## src/hdl/bresenham_line_pixel_walker_unit_macros.svh

```systemverilog
// ----------------------------------------------------------------------------
// Bresenham line pixel walker assertion macros
// Concurrent assertion wrappers that compile away when SYNTH is defined.
// ----------------------------------------------------------------------------
`ifndef BRESENHAM_LINE_PIXEL_WALKER_UNIT_MACROS_SVH
`define BRESENHAM_LINE_PIXEL_WALKER_UNIT_MACROS_SVH

`ifndef SYNTH
`define BLPW_ASSERT_IMP(lbl, clk, rstn, ante, cons) \
	lbl: assert property (@(posedge clk) disable iff (!rstn) (ante) |-> (cons)) \
		else $error("assertion failed in bresenham line pixel walker");
`define BLPW_ASSERT_NXT(lbl, clk, rstn, ante, cons) \
	lbl: assert property (@(posedge clk) disable iff (!rstn) (ante) |=> (cons)) \
		else $error("assertion failed in bresenham line pixel walker");
`else
`define BLPW_ASSERT_IMP(lbl, clk, rstn, ante, cons)
`define BLPW_ASSERT_NXT(lbl, clk, rstn, ante, cons)
`endif

`endif

```

## src/hdl/blpw_pkg.sv

```systemverilog
// ----------------------------------------------------------------------------
// Bresenham line pixel walker package
// Register indexes, operation codes, field widths and register reset values.
// ----------------------------------------------------------------------------
package blpw_pkg;

	localparam int CFG_INDEX_BITS = 3;
	localparam int CFG_DATA_BITS  = 32;
	localparam int WIDTH_BITS     = 13;
	localparam int HEIGHT_BITS    = 13;
	localparam int STRIDE_BITS    = 16;
	localparam int PBYTES_BITS    = 4;
	localparam int ADDR_BITS      = 32;
	localparam int COLOR_BITS     = 32;

	typedef enum logic [CFG_INDEX_BITS-1:0] {
		REG_SCREEN_WIDTH  = 3'd0,
		REG_SCREEN_HEIGHT = 3'd1,
		REG_ROW_STRIDE    = 3'd2,
		REG_PIXEL_BYTES   = 3'd3,
		REG_FRAME_BASE    = 3'd4
	} cfg_reg_t;

	typedef enum logic {
		OP_LOAD = 1'b0,
		OP_STEP = 1'b1
	} op_t;

	localparam logic [WIDTH_BITS-1:0]  WIDTH_RESET  = 13'd640;
	localparam logic [HEIGHT_BITS-1:0] HEIGHT_RESET = 13'd480;
	localparam logic [STRIDE_BITS-1:0] STRIDE_RESET = 16'd2560;
	localparam logic [PBYTES_BITS-1:0] PBYTES_RESET = 4'd4;
	localparam logic [ADDR_BITS-1:0]   BASE_RESET   = 32'd0;

endpackage

```

## src/hdl/blpw_ifs.sv

```systemverilog
// ----------------------------------------------------------------------------
// Bresenham line pixel walker channel interfaces
// Command, pixel and configuration channels with valid/ready handshakes.
// ----------------------------------------------------------------------------
interface blpw_cmd_if #(parameter int COORD_BITS = 16) ();
	import blpw_pkg::*;

	logic                         valid;
	logic                         ready;
	logic                         operation;
	logic signed [COORD_BITS-1:0] start_x;
	logic signed [COORD_BITS-1:0] start_y;
	logic signed [COORD_BITS-1:0] end_x;
	logic signed [COORD_BITS-1:0] end_y;
	logic signed [COORD_BITS-1:0] watch_x;
	logic signed [COORD_BITS-1:0] watch_y;
	logic [COLOR_BITS-1:0]        line_color;

	modport source (
		output valid, operation, start_x, start_y, end_x, end_y, watch_x, watch_y,
			line_color,
		input  ready
	);
	modport sink (
		input  valid, operation, start_x, start_y, end_x, end_y, watch_x, watch_y,
			line_color,
		output ready
	);
endinterface

interface blpw_pix_if #(parameter int COORD_BITS = 16) ();
	import blpw_pkg::*;

	logic                         valid;
	logic                         ready;
	logic signed [COORD_BITS-1:0] pixel_x;
	logic signed [COORD_BITS-1:0] pixel_y;
	logic                         write_enable;
	logic [ADDR_BITS-1:0]         pixel_address;
	logic [COLOR_BITS-1:0]        pixel_color;
	logic                         hit_watch;
	logic                         line_end;

	modport source (
		output valid, pixel_x, pixel_y, write_enable, pixel_address, pixel_color,
			hit_watch, line_end,
		input  ready
	);
	modport sink (
		input  valid, pixel_x, pixel_y, write_enable, pixel_address, pixel_color,
			hit_watch, line_end,
		output ready
	);
endinterface

interface blpw_cfg_if ();
	import blpw_pkg::*;

	logic                      valid;
	logic                      ready;
	logic [CFG_INDEX_BITS-1:0] index;
	logic [CFG_DATA_BITS-1:0]  data;

	modport source (output valid, index, data, input ready);
	modport sink (input valid, index, data, output ready);
endinterface

```

## src/hdl/bresenham_line_pixel_walker_unit.sv

```systemverilog
// ----------------------------------------------------------------------------
// Bresenham line pixel walker
// Walks a loaded line one pixel per step command and emits frame-buffer writes.
// ----------------------------------------------------------------------------
// A load transaction on cmd records a line and produces no pixel; each step
// transaction then, while a line is active, advances the line by one Bresenham
// step and produces one pixel transaction on pix. The block accepts one command
// per clock unless pix stalls. A step's pixel passes through two registers: the
// step register holds the new coordinates and flags, and the address register
// behind it holds the frame-buffer address, formed by the row and column
// multipliers. cmd.ready follows pix.ready through the two registers, so a
// stalled pixel channel stops commands once both are full. Configuration
// writes are always taken and must be made while no line pixel is outstanding.
module bresenham_line_pixel_walker_unit #(
	parameter int COORD_BITS = 16
) (
	input  logic       clk,
	input  logic       arst_n,
	blpw_cmd_if.sink   cmd,
	blpw_cfg_if.sink   cfg,
	blpw_pix_if.source pix
);
	import blpw_pkg::*;

	`include "bresenham_line_pixel_walker_unit_macros.svh"

	localparam int SPAN_BITS = COORD_BITS + 2;
	localparam int ERR_BITS  = COORD_BITS + 3;
	localparam int E2_BITS   = ERR_BITS + 1;
	localparam int EXT_BITS  = ADDR_BITS - COORD_BITS;

	// Configuration registers
	logic [WIDTH_BITS-1:0]  width_q;
	logic [HEIGHT_BITS-1:0] height_q;
	logic [STRIDE_BITS-1:0] stride_q;
	logic [PBYTES_BITS-1:0] pbytes_q;
	logic [ADDR_BITS-1:0]   base_q;

	assign cfg.ready = 1'b1;

	always_ff @(posedge clk or negedge arst_n) begin
		if (!arst_n) begin
			width_q  <= WIDTH_RESET;
			height_q <= HEIGHT_RESET;
			stride_q <= STRIDE_RESET;
			pbytes_q <= PBYTES_RESET;
			base_q   <= BASE_RESET;
		end else if (cfg.valid && cfg.ready) begin
			case (cfg_reg_t'(cfg.index))
				REG_SCREEN_WIDTH:  width_q  <= cfg.data[WIDTH_BITS-1:0];
				REG_SCREEN_HEIGHT: height_q <= cfg.data[HEIGHT_BITS-1:0];
				REG_ROW_STRIDE:    stride_q <= cfg.data[STRIDE_BITS-1:0];
				REG_PIXEL_BYTES:   pbytes_q <= cfg.data[PBYTES_BITS-1:0];
				REG_FRAME_BASE:    base_q   <= cfg.data[ADDR_BITS-1:0];
				default: ;
			endcase
		end
	end

	// Line state
	logic signed [COORD_BITS-1:0] cur_x_q, cur_y_q, target_x_q, target_y_q;
	logic signed [COORD_BITS-1:0] watched_x_q, watched_y_q;
	logic signed [SPAN_BITS-1:0]  span_x_q, neg_span_y_q;
	logic signed [ERR_BITS-1:0]   err_q;
	logic                         step_left_q, step_up_q, line_active_q;
	logic [COLOR_BITS-1:0]        color_q;

	// Pipeline registers
	logic                         v_s1, v_s2;
	logic signed [COORD_BITS-1:0] x_s1, y_s1, x_s2, y_s2;
	logic                         hit_s1, end_s1, hit_s2, end_s2, on_s2;
	logic [COLOR_BITS-1:0]        color_s1, color_s2;
	logic [ADDR_BITS-1:0]         addr_s2;

	logic adv_s2, load_fire, step_emit;

	assign adv_s2    = !v_s2 || pix.ready;
	assign cmd.ready = !v_s1 || adv_s2;
	assign load_fire = cmd.valid && cmd.ready && (op_t'(cmd.operation) == OP_LOAD);
	assign step_emit = cmd.valid && cmd.ready && (op_t'(cmd.operation) == OP_STEP)
		&& line_active_q;

	// Load arithmetic
	logic signed [COORD_BITS:0]  dx, dy;
	logic signed [SPAN_BITS-1:0] dx_ext, dy_ext, span_x_c, neg_span_y_c;
	logic signed [ERR_BITS-1:0]  err_load_c;

	always_comb begin
		dx = {cmd.end_x[COORD_BITS-1], cmd.end_x} - {cmd.start_x[COORD_BITS-1], cmd.start_x};
		dy = {cmd.end_y[COORD_BITS-1], cmd.end_y} - {cmd.start_y[COORD_BITS-1], cmd.start_y};
		dx_ext = {dx[COORD_BITS], dx};
		dy_ext = {dy[COORD_BITS], dy};
		span_x_c     = dx[COORD_BITS] ? -dx_ext : dx_ext;
		neg_span_y_c = dy[COORD_BITS] ? dy_ext : -dy_ext;
		err_load_c   = ERR_BITS'(span_x_c) + ERR_BITS'(neg_span_y_c);
	end

	// One Bresenham step
	logic signed [E2_BITS-1:0]    e2;
	logic                         go_x, go_y;
	logic signed [ERR_BITS-1:0]   err_next;
	logic signed [COORD_BITS-1:0] nx, ny;
	logic                         hit_c, done_c;

	always_comb begin
		e2       = {err_q[ERR_BITS-1], err_q} <<< 1;
		go_x     = e2 >= E2_BITS'(neg_span_y_q);
		go_y     = e2 <= E2_BITS'(span_x_q);
		err_next = err_q;
		nx       = cur_x_q;
		ny       = cur_y_q;
		if (go_x) begin
			err_next = err_next + ERR_BITS'(neg_span_y_q);
			nx       = step_left_q ? cur_x_q - 1'b1 : cur_x_q + 1'b1;
		end
		if (go_y) begin
			err_next = err_next + ERR_BITS'(span_x_q);
			ny       = step_up_q ? cur_y_q - 1'b1 : cur_y_q + 1'b1;
		end
		hit_c  = (nx == watched_x_q) && (ny == watched_y_q);
		done_c = hit_c || ((nx == target_x_q) && (ny == target_y_q));
	end

	always_ff @(posedge clk or negedge arst_n) begin
		if (!arst_n) begin
			cur_x_q       <= '0;
			cur_y_q       <= '0;
			target_x_q    <= '0;
			target_y_q    <= '0;
			watched_x_q   <= '0;
			watched_y_q   <= '0;
			span_x_q      <= '0;
			neg_span_y_q  <= '0;
			err_q         <= '0;
			step_left_q   <= 1'b0;
			step_up_q     <= 1'b0;
			color_q       <= '0;
			line_active_q <= 1'b0;
		end else if (load_fire) begin
			cur_x_q       <= cmd.start_x;
			cur_y_q       <= cmd.start_y;
			target_x_q    <= cmd.end_x;
			target_y_q    <= cmd.end_y;
			watched_x_q   <= cmd.watch_x;
			watched_y_q   <= cmd.watch_y;
			span_x_q      <= span_x_c;
			neg_span_y_q  <= neg_span_y_c;
			err_q         <= err_load_c;
			step_left_q   <= !(cmd.start_x < cmd.end_x);
			step_up_q     <= !(cmd.start_y < cmd.end_y);
			color_q       <= cmd.line_color;
			line_active_q <= !((cmd.start_x == cmd.end_x) && (cmd.start_y == cmd.end_y));
		end else if (step_emit) begin
			cur_x_q       <= nx;
			cur_y_q       <= ny;
			err_q         <= err_next;
			line_active_q <= !done_c;
		end
	end

	// Step register
	always_ff @(posedge clk or negedge arst_n) begin
		if (!arst_n) begin
			v_s1 <= 1'b0;
		end else if (cmd.ready) begin
			v_s1 <= step_emit;
		end
	end

	always_ff @(posedge clk) begin
		if (step_emit) begin
			x_s1     <= nx;
			y_s1     <= ny;
			hit_s1   <= hit_c;
			end_s1   <= done_c;
			color_s1 <= color_q;
		end
	end

	// Address register
	logic [ADDR_BITS-1:0] x_ext, y_ext, x_term, y_term;
	logic                 on_c;

	always_comb begin
		x_ext  = {{EXT_BITS{x_s1[COORD_BITS-1]}}, x_s1};
		y_ext  = {{EXT_BITS{y_s1[COORD_BITS-1]}}, y_s1};
		y_term = y_ext * ADDR_BITS'(stride_q);
		x_term = x_ext * ADDR_BITS'(pbytes_q);
		on_c   = !x_s1[COORD_BITS-1] && !y_s1[COORD_BITS-1]
			&& (x_ext < ADDR_BITS'(width_q)) && (y_ext < ADDR_BITS'(height_q));
	end

	always_ff @(posedge clk or negedge arst_n) begin
		if (!arst_n) begin
			v_s2 <= 1'b0;
		end else if (adv_s2) begin
			v_s2 <= v_s1;
		end
	end

	always_ff @(posedge clk) begin
		if (adv_s2 && v_s1) begin
			x_s2     <= x_s1;
			y_s2     <= y_s1;
			on_s2    <= on_c;
			addr_s2  <= base_q + y_term + x_term;
			color_s2 <= color_s1;
			hit_s2   <= hit_s1;
			end_s2   <= end_s1;
		end
	end

	assign pix.valid         = v_s2;
	assign pix.pixel_x       = x_s2;
	assign pix.pixel_y       = y_s2;
	assign pix.write_enable  = on_s2;
	assign pix.pixel_address = addr_s2;
	assign pix.pixel_color   = color_s2;
	assign pix.hit_watch     = hit_s2;
	assign pix.line_end      = end_s2;

	`BLPW_ASSERT_IMP(a_hit_ends_line, clk, arst_n, pix.valid && pix.hit_watch, pix.line_end)
	`BLPW_ASSERT_IMP(a_write_on_screen, clk, arst_n, pix.valid && pix.write_enable,
		!pix.pixel_x[COORD_BITS-1] && !pix.pixel_y[COORD_BITS-1])
	`BLPW_ASSERT_NXT(a_done_stops_line, clk, arst_n, step_emit && done_c, !line_active_q)
	`BLPW_ASSERT_NXT(a_point_line_idle, clk, arst_n,
		load_fire && (cmd.start_x == cmd.end_x) && (cmd.start_y == cmd.end_y),
		!line_active_q)

endmodule
```

## src/flat_wrapper.sv

```systemverilog
// flat-port wrapper written by rule: the top's interface ports become plain ports
module bresenham_line_pixel_walker_unit_flat import blpw_pkg::*;
#(
	parameter int COORD_BITS = 16
)
  (clk, arst_n, cmd_valid, cmd_operation, cmd_start_x, cmd_start_y, cmd_end_x, cmd_end_y, cmd_watch_x, cmd_watch_y, cmd_line_color, cmd_ready, cfg_valid, cfg_index, cfg_data, cfg_ready, pix_valid, pix_pixel_x, pix_pixel_y, pix_write_enable, pix_pixel_address, pix_pixel_color, pix_hit_watch, pix_line_end, pix_ready);
  blpw_cmd_if #(.COORD_BITS(COORD_BITS)) cmd_i ();
  blpw_cfg_if cfg_i ();
  blpw_pix_if #(.COORD_BITS(COORD_BITS)) pix_i ();
  input  logic clk;
  input  logic arst_n;
  input wire logic [$bits(cmd_i.valid)-1:0] cmd_valid;
  input wire logic [$bits(cmd_i.operation)-1:0] cmd_operation;
  input wire logic [$bits(cmd_i.start_x)-1:0] cmd_start_x;
  input wire logic [$bits(cmd_i.start_y)-1:0] cmd_start_y;
  input wire logic [$bits(cmd_i.end_x)-1:0] cmd_end_x;
  input wire logic [$bits(cmd_i.end_y)-1:0] cmd_end_y;
  input wire logic [$bits(cmd_i.watch_x)-1:0] cmd_watch_x;
  input wire logic [$bits(cmd_i.watch_y)-1:0] cmd_watch_y;
  input wire logic [$bits(cmd_i.line_color)-1:0] cmd_line_color;
  output wire logic [$bits(cmd_i.ready)-1:0] cmd_ready;
  input wire logic [$bits(cfg_i.valid)-1:0] cfg_valid;
  input wire logic [$bits(cfg_i.index)-1:0] cfg_index;
  input wire logic [$bits(cfg_i.data)-1:0] cfg_data;
  output wire logic [$bits(cfg_i.ready)-1:0] cfg_ready;
  output wire logic [$bits(pix_i.valid)-1:0] pix_valid;
  output wire logic [$bits(pix_i.pixel_x)-1:0] pix_pixel_x;
  output wire logic [$bits(pix_i.pixel_y)-1:0] pix_pixel_y;
  output wire logic [$bits(pix_i.write_enable)-1:0] pix_write_enable;
  output wire logic [$bits(pix_i.pixel_address)-1:0] pix_pixel_address;
  output wire logic [$bits(pix_i.pixel_color)-1:0] pix_pixel_color;
  output wire logic [$bits(pix_i.hit_watch)-1:0] pix_hit_watch;
  output wire logic [$bits(pix_i.line_end)-1:0] pix_line_end;
  input wire logic [$bits(pix_i.ready)-1:0] pix_ready;
  assign cmd_i.valid = cmd_valid;
  assign cmd_i.operation = cmd_operation;
  assign cmd_i.start_x = cmd_start_x;
  assign cmd_i.start_y = cmd_start_y;
  assign cmd_i.end_x = cmd_end_x;
  assign cmd_i.end_y = cmd_end_y;
  assign cmd_i.watch_x = cmd_watch_x;
  assign cmd_i.watch_y = cmd_watch_y;
  assign cmd_i.line_color = cmd_line_color;
  assign cmd_ready = cmd_i.ready;
  assign cfg_i.valid = cfg_valid;
  assign cfg_i.index = cfg_index;
  assign cfg_i.data = cfg_data;
  assign cfg_ready = cfg_i.ready;
  assign pix_valid = pix_i.valid;
  assign pix_pixel_x = pix_i.pixel_x;
  assign pix_pixel_y = pix_i.pixel_y;
  assign pix_write_enable = pix_i.write_enable;
  assign pix_pixel_address = pix_i.pixel_address;
  assign pix_pixel_color = pix_i.pixel_color;
  assign pix_hit_watch = pix_i.hit_watch;
  assign pix_line_end = pix_i.line_end;
  assign pix_i.ready = pix_ready;
  bresenham_line_pixel_walker_unit #(.COORD_BITS(COORD_BITS)) u_core (.clk(clk), .arst_n(arst_n), .cmd(cmd_i), .cfg(cfg_i), .pix(pix_i));
endmodule
```

## config.mk

```make
export PLATFORM = sky130hd
export DESIGN_NAME = bresenham_line_pixel_walker_unit_flat
export DESIGN_NICKNAME = d
export VERILOG_FILES = /design/src/hdl/blpw_pkg.sv /design/src/hdl/blpw_ifs.sv /design/src/hdl/bresenham_line_pixel_walker_unit.sv /design/src/flat_wrapper.sv
export VERILOG_INCLUDE_DIRS = /design/src /design/src/hdl
export SDC_FILE = /design/constraint.sdc
export NUM_CORES = 2
export LEC_CHECK = 0
export BUFFER_PORTS_ARGS = -buffer_cell sky130_fd_sc_hd__buf_2
export CAP_MARGIN = 20
export CORE_MARGIN = 3
export CORE_UTILIZATION = 30
export CTS_BUF_LIST = sky130_fd_sc_hd__clkbuf_4 sky130_fd_sc_hd__clkbuf_8
export CTS_CLUSTER_SIZE = 28
export DETAILED_ROUTE_END_ITERATION = 10
export HOLD_SLACK_MARGIN = 0.1
export SETUP_SLACK_MARGIN = 0.3
export SLEW_MARGIN = 20
export SYNTH_ARGS = -nofsm -noshare
export SYNTH_HDL_FRONTEND = slang
export SYNTH_SLANG_ARGS = --single-unit
```

## constraint.sdc

```tcl
create_clock -name clk -period 12.4 [get_ports clk]
set_input_delay 3.72 -clock clk [delete_from_list [all_inputs] [get_ports clk]]
set_output_delay 3.72 -clock clk [all_outputs]
set_load 0.005 [all_outputs]
```

==> results_dict.tcl <==
set metrics [dict create \
    htreeDepth 3 \
    outcome "complete, no violations" \
    io_buffers 269 \
    io_pins 271 \
    crit_fanout 17 \
    cts_tree "built" \
    end_kind "flip-flop" \
    gp_congestion 0.900 \
    clock_path_buffers 3 \
    hold_viol_final 0 \
    synth-seq-cells 431 \
    vias 30700 \
    grt_max_degree 95 \
    cp_common_cell "fa_1" \
    first_global_vias 31300 \
    std_cell_rows 131 \
    die_w_um 366 \
    finalNetCount 5226 \
    finalCritPeriodShare 0.830 \
    synthesis.nets 4980 \
    drtIter0Drc 1974 \
    synth_top_area_frac 0.166 \
    cts.clk_slew.worst_paths_ns 0.06 \
    synth_ff_type "dfrtp_1" \
    yosysWarnings 0 \
    postSynth.asyncResetShare 0.617 \
    yosys.area.top_type "dfrtp_1" \
    crit_family "adder cells" \
    max_cap_violations 0 \
    synth_edf_count 165 \
    root_buffer "clkbuf_8" \
    critPathRequiredTime_ns 12.87 \
    fin_tns_setup_ns 0 \
    syn_area_per_cell_um2 9.35 \
    die_y_um 366 \
    yosysSeqAreaShare 0.299 \
    drtAntennaViolNets 0 \
    fp.dieArea_um2 134000 \
    min_period_ns 10.30 \
    numCtsBuffers 84 \
    slowest_stage "dfstp_2" \
    synth_cell_type_count 92 \
    synth_cells 4150 \
    ctsResizeCount 0 \
    hold_buffers 0 \
    critPathKind "flip-flop to flip-flop" \
    relSlewSlack 0.299 \
    layout-drive-gt1-share 0.129 \
    grt_pass1_wl_um 186000 \
    max_freq_mhz 97.1 \
    insertion_delay_ns 0.78 \
    grt.total_usage 0.178 \
    antenna_found_initial 12 \
    fin_skew_ns 0.0781 \
    layout_commonest_cell "nand2_1" \
    critPathBufInv 6 \
    firstDrtPassIters 5 \
    gr-total-overflow 0 \
    synth_area_um2 38800 \
    crit_path_max_incr_delay_ns 0.66 \
    max_slew.worst_pin.slew_ns 1.05 \
    hp-class "flip-flop to flip-flop" \
    wirelength_um 120000 \
    synth_top_cells_by_area "dfrtp_1 (17%), fa_1 (15%), edfxtp_1 (13%), ha_1 (12%), nand2_1 (6.3%)" \
    most-common-layout-cells "nand2_1 (649), inv_1 (559), ha_1 (369)" \
    drv_slew 0 \
    dp_hpwl_um 92900 \
    detail_route.wl_per_cell_um 19.4 \
    start_kind "flip-flop" \
    drc 0 \
    start_util 0.303 \
    core_area_um2 128000 \
    cts.sinks 431 \
    syn2layout_area_growth_pct 13.3 \
    grt_setup_unrepaired "false" \
    setup_viol 0 \
    cts_setup_buffers 0 \
    critPathArrivalTime_ns 10.77 \
    avgViaCountPerCell 4.95 \
]
==> registers in the layout, indices dropped and copies added (netlist names), 18 cells and up <==
| register | cells |
|---|---|
| u_core.pix.pixel_address | 32 |
| u_core.color_s1 | 32 |
| u_core.color_q | 32 |
| u_core.neg_span_y_q | 18 |
| u_core.pix.pixel_color | 32 |
| u_core.span_x_q | 18 |
| u_core.base_q | 32 |
| u_core.err_q | 19 |
==> per-stage QoR <==
| step | setup WS [ns] | cell area (um^2) | instances | util | hold WS (ns) |
|---|---|---|---|---|---|
| CTS | 1.88 | 44000 | 6192 | 0.343 | 0.415 |
| global placement | 1.96 | 42100 | 6039 | 0.329 | 0.401 |
| global route | 1.34 | 44000 | 6192 | 0.343 | 0.422 |
| floorplan | 3.18 | 38800 | 4150 | - | 0.400 |
| finish | 2.10 | 44000 | 6198 | 0.344 | 0.413 |
| detailed placement | 1.91 | 42100 | 6039 | 0.329 | 0.405 |
==> cell families (layout without fill, tap and decap cells) <==
logic type      Yosys count  after routing  synth area share
simple gates           1317           1317             0.161
compound gates          699            699             0.118
buf+inv                 694           1007            0.0675
fa+ha+maj               661            661             0.270
flops                   431            431             0.299
xor+xnor                239            239            0.0539
mux                     107            107            0.0306
other cells               2              8          0.000193
==> layer usage <==
metal | share of wire | global-route usage | vias up
met5 | 0.00040 | 0 | -
met4 | 0.036 | 0.0600 | 8
met3 | 0.061 | 0.0344 | 232
met2 | 0.46 | 0.290 | 878
met1 | 0.44 | 0.237 | 15100
li1 | - | - | 14500
==> cells in the mapped netlist (11+ instances only) <==
library cell / number
a2111oi_0: 11
a211oi_1: 30
a21o_1: 56
a21oi_1: 140
a221o_1: 12
a22oi_1: 28
a31oi_1: 16
and2_1: 156
and3_1: 30
buf_1: 11
clkbuf_1: 117
dfrtp_1: 257
edfxtp_1: 165
fa_1: 292
ha_1: 369
inv_1: 559
mux2_2: 84
mux2i_1: 22
nand2_1: 649
nand2b_1: 48
nand3_1: 50
nand3b_1: 18
nand4_1: 21
nor2_1: 155
nor2b_1: 28
nor3_1: 55
nor4_1: 22
o2111ai_1: 13
o211ai_1: 26
o21a_1: 32
o21ai_0: 189
o21bai_1: 26
o31ai_1: 21
or3_1: 25
xnor2_1: 161
xor2_1: 78
==> path summary, 6_finish.rpt <==
check,from,endpoint,slack (ns),cells after the start
setup / recovery,u_core.pbytes_q[2],u_core.pix.pixel_address[31],2.10,37
setup reg to reg,u_core.pbytes_q[2],u_core.pix.pixel_address[31],2.10,37
hold / removal,u_core.color_s1[24],u_core.pix.pixel_color[24],0.41,0
hold reg to reg,u_core.color_s1[24],u_core.pix.pixel_color[24],0.41,0
min in group asynchronous,arst_n,u_core.cur_y_q[0],3.06,1
max in group asynchronous,arst_n,u_core.width_q[2],7.31,3
==> area by class of cell <==
type | count | area [um^2]
inverters | 560 | 2100
flip-flops and latches | 431 | 11600
repair buffers | 294 | 1540
diodes | 6 | 15.0
well taps | 1729 | 2160
clock inverters | 25 | 305
multi-input cells | 3025 | 24600
clock buffers | 128 | 1600
fillers | 13200 | 84000
Power is left out: the tool's default activity adds up to more than one toggle a clock period on the data nets, which glitch-free logic cannot reach.
